File: src/assert_macros.svh
// Assertion macros shared by the quaternion to Euler angle blocks.
// Each macro expects signals named clk and rst_n in the including module.
`ifndef ASSERT_MACROS_SVH
`define ASSERT_MACROS_SVH

// Property checked at every rising edge outside reset.
`define ASSERT_CLK(lbl, prop, msg) \
  lbl: assert property (@(posedge clk) disable iff (!rst_n) prop) else $error(msg);

// Condition that must never hold outside reset.
`define ASSERT_NEVER(lbl, cond, msg) \
  lbl: assert property (@(posedge clk) disable iff (!rst_n) !(cond)) else $error(msg);

`endif

File: src/qte_pkg.sv
// Package for the quaternion to Euler angle converter: widths, constants,
// the arctangent table and the job record passed from front to back end.
package qte_pkg;

  localparam int CORDIC_STAGES = 16;
  localparam int QW      = 16;  // quaternion component width
  localparam int PW      = 32;  // product width
  localparam int FW      = 34;  // quadratic form width
  localparam int SW      = 30;  // clamped asin argument width
  localparam int RW      = 57;  // radicand width
  localparam int SQW     = 58;  // square root working width
  localparam int SQ_STEPS = 29;
  localparam int CW      = 38;  // CORDIC vector width
  localparam int ZW      = 28;  // CORDIC angle width, Q.24
  localparam int AW      = 16;
  localparam int YW      = 15;
  localparam int RND_SH  = 11;
  localparam int RZW     = ZW - RND_SH;
  localparam int QDEPTH  = 4;
  localparam int QPTR_W  = $clog2(QDEPTH);
  localparam int QCNT_W  = $clog2(QDEPTH + 1);
  localparam int ATAN_N  = 24;

  localparam longint ONE_Q28      = 268435456;
  localparam longint PI_Q24       = 52707179;
  localparam longint ANG_MAX_FULL = 25736;
  localparam longint ANG_MAX_HALF = 12868;
  localparam longint RND_HALF     = 1024;

  localparam logic signed [ZW-1:0] ATAN_TAB [ATAN_N] = '{
    28'sd13176795, 28'sd7778716, 28'sd4110060, 28'sd2086331, 28'sd1047214,
    28'sd524117, 28'sd262123, 28'sd131069, 28'sd65536, 28'sd32768,
    28'sd16384, 28'sd8192, 28'sd4096, 28'sd2048, 28'sd1024, 28'sd512,
    28'sd256, 28'sd128, 28'sd64, 28'sd32, 28'sd16, 28'sd8, 28'sd4, 28'sd2
  };

  function automatic logic signed [ZW-1:0] atan_q24(input int idx);
    logic signed [ZW-1:0] a;
    a = (idx < ATAN_N) ? ATAN_TAB[5'(idx)] : '0;
    return a;
  endfunction

  typedef struct packed {
    logic signed [FW-1:0] rn;
    logic signed [FW-1:0] rd;
    logic signed [FW-1:0] pn;
    logic signed [FW-1:0] pd;
    logic signed [SW-1:0] s;
    logic [RW-1:0]        rad;
    logic                 clamped;
  } qte_job_t;

endpackage

File: src/qte_fifo.sv
// Short job queue between the front and back ends.
// Depends on qte_pkg and assert_macros.svh.
`include "assert_macros.svh"
module qte_fifo (
  input  logic              clk,
  input  logic              rst_n,
  input  logic              push,
  output logic              push_ready,
  input  qte_pkg::qte_job_t push_job,
  output logic              pop_valid,
  input  logic              pop_ready,
  output qte_pkg::qte_job_t pop_job
);

  qte_pkg::qte_job_t             mem_r [qte_pkg::QDEPTH];
  logic [qte_pkg::QPTR_W-1:0]    wr_r, rd_r;
  logic [qte_pkg::QCNT_W-1:0]    count_r;
  logic                          do_push, do_pop;

  assign push_ready = (count_r != qte_pkg::QCNT_W'(qte_pkg::QDEPTH));
  assign pop_valid  = (count_r != '0);
  assign pop_job    = mem_r[rd_r];
  assign do_push    = push && push_ready;
  assign do_pop     = pop_valid && pop_ready;

  always_ff @(posedge clk) begin
    if (!rst_n) begin
      wr_r    <= '0;
      rd_r    <= '0;
      count_r <= '0;
    end else begin
      if (do_push) wr_r <= wr_r + 1'b1;
      if (do_pop)  rd_r <= rd_r + 1'b1;
      unique case ({do_push, do_pop})
        2'b10:   count_r <= count_r + 1'b1;
        2'b01:   count_r <= count_r - 1'b1;
        default: count_r <= count_r;
      endcase
    end
  end

  always_ff @(posedge clk) begin
    if (do_push) mem_r[wr_r] <= push_job;
  end

  `ASSERT_CLK(a_fifo_bound, count_r <= qte_pkg::QCNT_W'(qte_pkg::QDEPTH), "queue overfilled")
  `ASSERT_CLK(a_fifo_empty, (count_r == '0 && !push) |=> !pop_valid, "empty queue produced a job")

endmodule

File: config.mk
export PLATFORM = sky130hd
export DESIGN_NAME = qte_fifo
export DESIGN_NICKNAME = d
export VERILOG_FILES = /design/src/qte_pkg.sv /design/src/qte_fifo.sv
export VERILOG_INCLUDE_DIRS = /design/src /design/src/src
export SDC_FILE = /design/constraint.sdc
export NUM_CORES = 1
export LEC_CHECK = 0
export ABC_AREA = 1
export BUFFER_PORTS_ARGS = -buffer_cell sky130_fd_sc_hd__buf_2
export CELL_PAD_IN_SITES_DETAIL_PLACEMENT = 1
export CELL_PAD_IN_SITES_GLOBAL_PLACEMENT = 1
export CORE_UTILIZATION = 31
export DETAILED_ROUTE_END_ITERATION = 8
export PLACE_DENSITY = 0.61
export SYNTH_ARGS = -nofsm -noshare
export SYNTH_HDL_FRONTEND = slang
export SYNTH_SLANG_ARGS = --single-unit
File: constraint.sdc
create_clock -name clk -period 12.35 [get_ports clk]
set_input_delay 2.47 -clock clk [delete_from_list [all_inputs] [get_ports clk]]
set_output_delay 2.47 -clock clk [all_outputs]
set_load 0.1 [all_outputs]
==> impl_metrics.yaml, run 1 <==
floorplan:
  core_area_mm2: 0.1075
  die_h_um: 332.0
  rows: 120
  start_util: 0.3139
  num_io_pins: 454
  die_x_um: 332.0
  dieArea_mm2: 0.1102
detailed_routing:
  wl_per_cell_um: 21.38
  drtAntennaViolNets: 0
  drc: 0
  finalWirelength_um: 88990
  drt_iter0_markers: 1080
  vias: 20450
  firstDrtPassIters: 5
  via_per_inst: 4.914
sta:
  finalClockSkew_ps: 19.86
  grt_setup_unrepaired: "no"
  maxSlewViolCount: 0
  relSlewSlack: 0.1691
  tightest_slew_ps: 1246
  hold_viol_final: 0
  min_period_over_period: 0.5814
  post-route-min-period_ps: 7181
  setup_viol: 0
  max_clock_freq_mhz: 139.3
power:
  ir_drop_uv: 154.0
  leakagePower_nw: 13.68
  p_per_area_mw_per_mm2: 267.6
final_layout:
  ff_latch_area_mm2: 0.02709
  instances_no_fill: 4162
  nNetsFinal: 2898
  stdcell_area_mm2: 0.04013
  drive_above_1_share: 0.2255
  multi_input_area_mm2: 0.005592
  mostFrequentLayoutCell: "edfxtp_1"
  layout_common_cells: "edfxtp_1, nor2_1, buf_2, o21ai_0, o22ai_1"
  area_delta_synth_final_pct: 18.91
  nFillCells: 11250
logic_synthesis:
  syn-num-nets: 2468
  synthesis.instances: 2234
  synth_cell_types: 20
  yosys_warnings: 0
  synth-seq-area-share: 0.8026
  synth-seq-cells: 905
  syn_area_mm2: 0.03375
  syn-mean-instance-area_um2: 15.11
clock_tree:
  cts_tree: "done"
  clk_path_buf_depth: 3
  cts_made_buffers: 98
  cts_max_level: 3
  path_clk_slew_ps: 70
  post_cts_buffers: 0
  cts_resized: 0
  cts.sinks: 905
  cts-hold-fix-buffers: 0
  cts-root-buf: "clkbuf_16"
  clock_latency_ps: 660
status:
  outcome: "finished, final reports clean"
grt:
  antenna_found_initial: 36
  gr-total-overflow: 0
  grt_pass1_vias: 22120
  grt_usage: 0.1584
  grt_max_degree: 197
  grt_pass1_wl_um: 133600
setup_path:
  timing.rr.end: "mem_r[0][101]"
  cp-endpoint: "pop_job[171]"
  path_class: "flop to output pin"
  worstSetupStartpointType: "flop"
  r2r_slack_ps: 8250
  end_kind: "output pin"
  worstPathArrival_ps: 4710
  required_ps: 9880
  worstReg2RegStart: "count_r[1]"
  worstPathMaxFanout: 194
  rr_worst_depth: 7
place:
  post-dp-hpwl_um: 50600
  port-buffer-count: 453
  place_congestion: 0.7353
  dp.cells: 3967
  placed_area_mm2: 0.03702
min_path:
  hold_path.class: "flop to flop"
  worstHoldStart: "wr_r[1]"
job:
  drv_cap: 0
-- through the flow --
step                  util  setup TNS [ps]  setup WS (ps)  power (mW)  hold slack (ps)
floorplan                -         -412340         -460.2       7.346            462.1
global placement    0.3443               0           5924       7.958            487.8
detailed placement  0.3443               0           5768       8.034            534.8
CTS                 0.3730               0           5028       10.88            544.3
global route        0.3732               0           4777       11.12            563.0
finish              0.3733               0           5169       10.74            539.2
-- kinds of logic after synthesis --
logic type / after synthesis / synth area share
AND/OR/NAND/NOR: 478 / 0.05335
AO/OA/AOI/OAI: 679 / 0.1090
buffers and inverters: 166 / 0.03266
adder cells (fa/ha/maj): 6 / 0.002447
flip-flops: 905 / 0.8026
-- cell usage after synthesis --
master / count / share of area
nor2_1: 458 / 0.051
buf_6: 46 / 0.015
a21oi_1: 5 / 0.00074
fa_1: 1 / 0.00059
o22ai_1: 224 / 0.042
buf_12: 1 / 0.00059
ha_1: 5 / 0.0019
edfxtp_1: 896 / 0.80
buf_2: 30 / 0.0044
dfxtp_1: 9 / 0.0053
o21ai_0: 389 / 0.058
o21ai_1: 61 / 0.0090
nand2_1: 15 / 0.0017
buf_4: 6 / 0.0013
inv_6: 1 / 0.00026
inv_8: 1 / 0.00033
buf_8: 4 / 0.0018
inv_1: 16 / 0.0018
clkbuf_1: 61 / 0.0068
nand3_1: 5 / 0.00074
-- power by group --
part	total (mW)	switching, mW	leakage [nW]	internal (mW)
clock network	2.81	1.18	1.49	1.63
registers	3.73	0.0806	8.30	3.65
logic	4.20	3.65	3.89	0.542
total	10.7	4.91	13.7	5.83
-- registers in the layout, indices dropped and copies added (netlist names), named ones only --
name and flops:
rd_r 2, mem_r 896, wr_r 2, count_r 3
-- critical path, stage by stage (launching register included) --
cell      delay (ps)
dfxtp_4          560
clkinv_8         660
buf_4            930
buf_4            760
o21ai_0          190
o22ai_1          220
buf_2            470
-- layout make-up --
class	instances	area share
flip-flops and latches	905	0.6751
multi-input cells	1163	0.1393
clock buffers	128	0.06497
repair buffers	478	0.06211
well taps	1403	0.04374
clock inverters	53	0.01172
inverters	18	0.002120
diodes	14	0.0008730
-- how the worst min path moves through the flow --
stage	cells after the start	slack, ps	end
global route	2	560	wr_r[1]
global placement	2	490	wr_r[1]
finish	2	540	wr_r[1]
floorplan	2	460	flop
detailed placement	2	530	wr_r[1]
CTS	2	540	wr_r[1]
-- routing by layer --
| layer | vias up | global-route usage | share of wire |
|---|---|---|---|
| met5 | - | 0 | 0.0036 |
| met4 | 44 | 0.05861 | 0.029 |
| met3 | 185 | 0.05371 | 0.069 |
| met2 | 478 | 0.2769 | 0.50 |
| met1 | 10390 | 0.1784 | 0.40 |
| li1 | 9361 | - | - |
Power figures use the tool's default switching activity.
==> run 2: changes to the inputs <==
--- a/config.mk
+++ b/config.mk
@@ -6,13 +6,13 @@
 export SDC_FILE = /design/constraint.sdc
 export NUM_CORES = 1
 export LEC_CHECK = 0
-export ABC_AREA = 1
+export ABC_AREA = 0
 export BUFFER_PORTS_ARGS = -buffer_cell sky130_fd_sc_hd__buf_2
 export CELL_PAD_IN_SITES_DETAIL_PLACEMENT = 1
 export CELL_PAD_IN_SITES_GLOBAL_PLACEMENT = 1
 export CORE_UTILIZATION = 31
 export DETAILED_ROUTE_END_ITERATION = 8
-export PLACE_DENSITY = 0.61
+export PLACE_DENSITY = 0.58
 export SYNTH_ARGS = -nofsm -noshare
 export SYNTH_HDL_FRONTEND = slang
 export SYNTH_SLANG_ARGS = --single-unit
==> constraint.sdc (replaced) <==
create_clock -name clk -period 6.49 [get_ports clk]
set_input_delay 1.298 -clock clk [delete_from_list [all_inputs] [get_ports clk]]
set_output_delay 1.298 -clock clk [all_outputs]
set_load 0.1 [all_outputs]
==> impl_metrics.yaml, run 2 <==
clock_tree:
  path_clk_slew_ps: 60
  clock_latency_ps: 640
  cts-hold-fix-buffers: 0
  clk_path_buf_depth: 3
  cts.sinks: 905
  cts-root-buf: "clkbuf_16"
  post_cts_buffers: 0
  cts_max_level: 3
  cts_tree: "done"
  cts_made_buffers: 95
  cts_resized: 0
grt:
  grt_usage: 0.1335
  grt_pass1_wl_um: 105700
  grt_pass1_vias: 16140
  antenna_found_initial: 21
  gr-total-overflow: 0
  grt_max_degree: 110
logic_synthesis:
  synthTopCellsByArea: "edfxtp_1, mux4_2, buf_6"
  synth-seq-cells: 905
  syn-num-nets: 1456
  syn_area_mm2: 0.03279
  synth_ff_type: "edfxtp_1"
  synth_fa_ha_area_frac: 0.002518
  async_flop_share: 0
  synth_most_common_cell: "edfxtp_1"
  synth_compound_area_frac: 0.001297
  synth_xor_area_frac: 0.001068
  synthSimpleGateAreaFrac: 0.002900
  synth_cell_types: 22
  yosys_warnings: 0
  synth_edf_count: 896
  synth_top_family_by_area: "multiplexers"
  synthesis.instances: 1222
  netlist.area_leader.share: 0.8205
  synth_top_area_cell: "edfxtp_1"
  synth_common_cells: "edfxtp_1, mux4_2, buf_2"
  syn-mean-instance-area_um2: 26.84
  synth-seq-area-share: 0.8260
  synthMuxAreaShare: 0.1545
detailed_routing:
  drc: 0
  drtAntennaViolNets: 0
  wl_per_cell_um: 22.48
  via_per_inst: 4.602
  firstDrtPassIters: 4
  vias: 14760
  drt_iter0_markers: 713
  finalWirelength_um: 72080
setup_path:
  end_kind: "output pin"
  crit_cells: 3
  crit_family: "flip-flops"
  rr_worst_depth: 4
  worstSetupStartpointType: "flop"
  cp_slowest_cell: "dfxtp_4"
  path_class: "flop to output pin"
  r2r_slack_ps: 3540
  critPathMaxStageDelay_ps: 970
  worstPathArrival_ps: 3160
  cp_num_buf_inv: 2
  worstPathCellList: "buf_12 > mux4_2 > buf_2"
  worstPathMaxFanout: 61
  required_ps: 5190
final_layout:
  area_delta_synth_final_pct: 21.40
  nNetsFinal: 1982
  drive_above_1_share: 0.4602
  layout_common_cells: "edfxtp_1, buf_2, mux4_2, clkbuf_16, clkinv_1"
  regMostFlops: "mem_r"
  nFillCells: 10040
  mostFrequentLayoutCell: "edfxtp_1"
  largest_reg_flops: 896
  reg.largest.list: "mem_r (896), count_r (3)"
sta:
  fin_tns_setup_ps: 0
  hold_viol_final: 0
  post-route-min-period_ps: 4454
  min_period_over_period: 0.6863
  tightest_slew_ps: 1012
  setup_viol: 0
  max_clock_freq_mhz: 224.5
  finalClockSkew_ps: 14.52
  relSlewSlack: 0.3252
  grt_setup_unrepaired: "no"
  maxSlewViolCount: 0
min_path:
  min_path_cells: 2
  hold_path.class: "flop to flop"
floorplan:
  start_util: 0.3146
  core_area_mm2: 0.1042
  die_h_um: 327.2
  rows: 118
  dieArea_mm2: 0.1071
  num_io_pins: 454
  die_x_um: 327.2
job:
  drv_cap: 0
place:
  port-buffer-count: 453
  post-dp-hpwl_um: 44100
  place_congestion: 0.7091
status:
  outcome: "finished, final reports clean"
-- run 2: layout make-up --
class	instances	area, um^2	area share
Clock buffer	110	2497	0.06273
Timing Repair Buffer	480	2633	0.06613
Tap cell	1380	1727	0.04337
Sequential cell	905	27090	0.6806
Multi-Input combinational cell	260	5330	0.1339
Clock inverter	62	499.2	0.01254
Antenna cell	3	7.507	0.0001886
Inverter	6	22.52	0.0005657
-- run 2: logic make-up after synthesis --
kind of cell,Yosys count
DFF,905
muxes,226
buffers and inverters,57
and+or+nand+nor,18
AOI/OAI and AO/OA,6
adders and majority gates,6
xor gates and xnor gates,4
-- run 2: path summary, 6_finish.rpt --
kind,start,to
worst max register to register,count_r[0],mem_r[1][218]
worst max-delay path,flop,pop_job[181]
worst min register to register,wr_r[1],wr_r[1]
worst min-delay path,wr_r[1],wr_r[1]
-- run 2: worst register-to-register path: stages (launching register included) --
cell and delay (ps):
dfxtp_1 420, nor2_1 80, a21boi_1 540, and2_4 890, buf_12 410
-- run 2: layer usage --
metal | global-route usage | part of all wire
met5 | 0 | 0.0032
met4 | 0.03941 | 0.024
met3 | 0.05292 | 0.081
met2 | 0.2219 | 0.49
met1 | 0.1597 | 0.40
-- run 2: stage by stage --
| stage | hold WS, ps | setup WS [ps] | area (um^2) | cells | utilization |
|---|---|---|---|---|---|
| final | 513.8 | 2036 | 39810 | 3206 | 0.3819 |
| after global routing | 530.7 | 1728 | 39800 | 3204 | 0.3819 |
| after CTS | 518.1 | 1836 | 39800 | 3203 | 0.3818 |
| after detailed placement | 509.9 | 2579 | 36810 | 3031 | 0.3531 |
| after global placement | 474.2 | 2566 | 36810 | 3031 | 0.3531 |
| after floorplan | 467.7 | 1546 | 32800 | 1222 | - |
Power of run 2 is left out: the tool's default activity adds up to more than one toggle a clock period on the data nets, which glitch-free logic cannot reach.
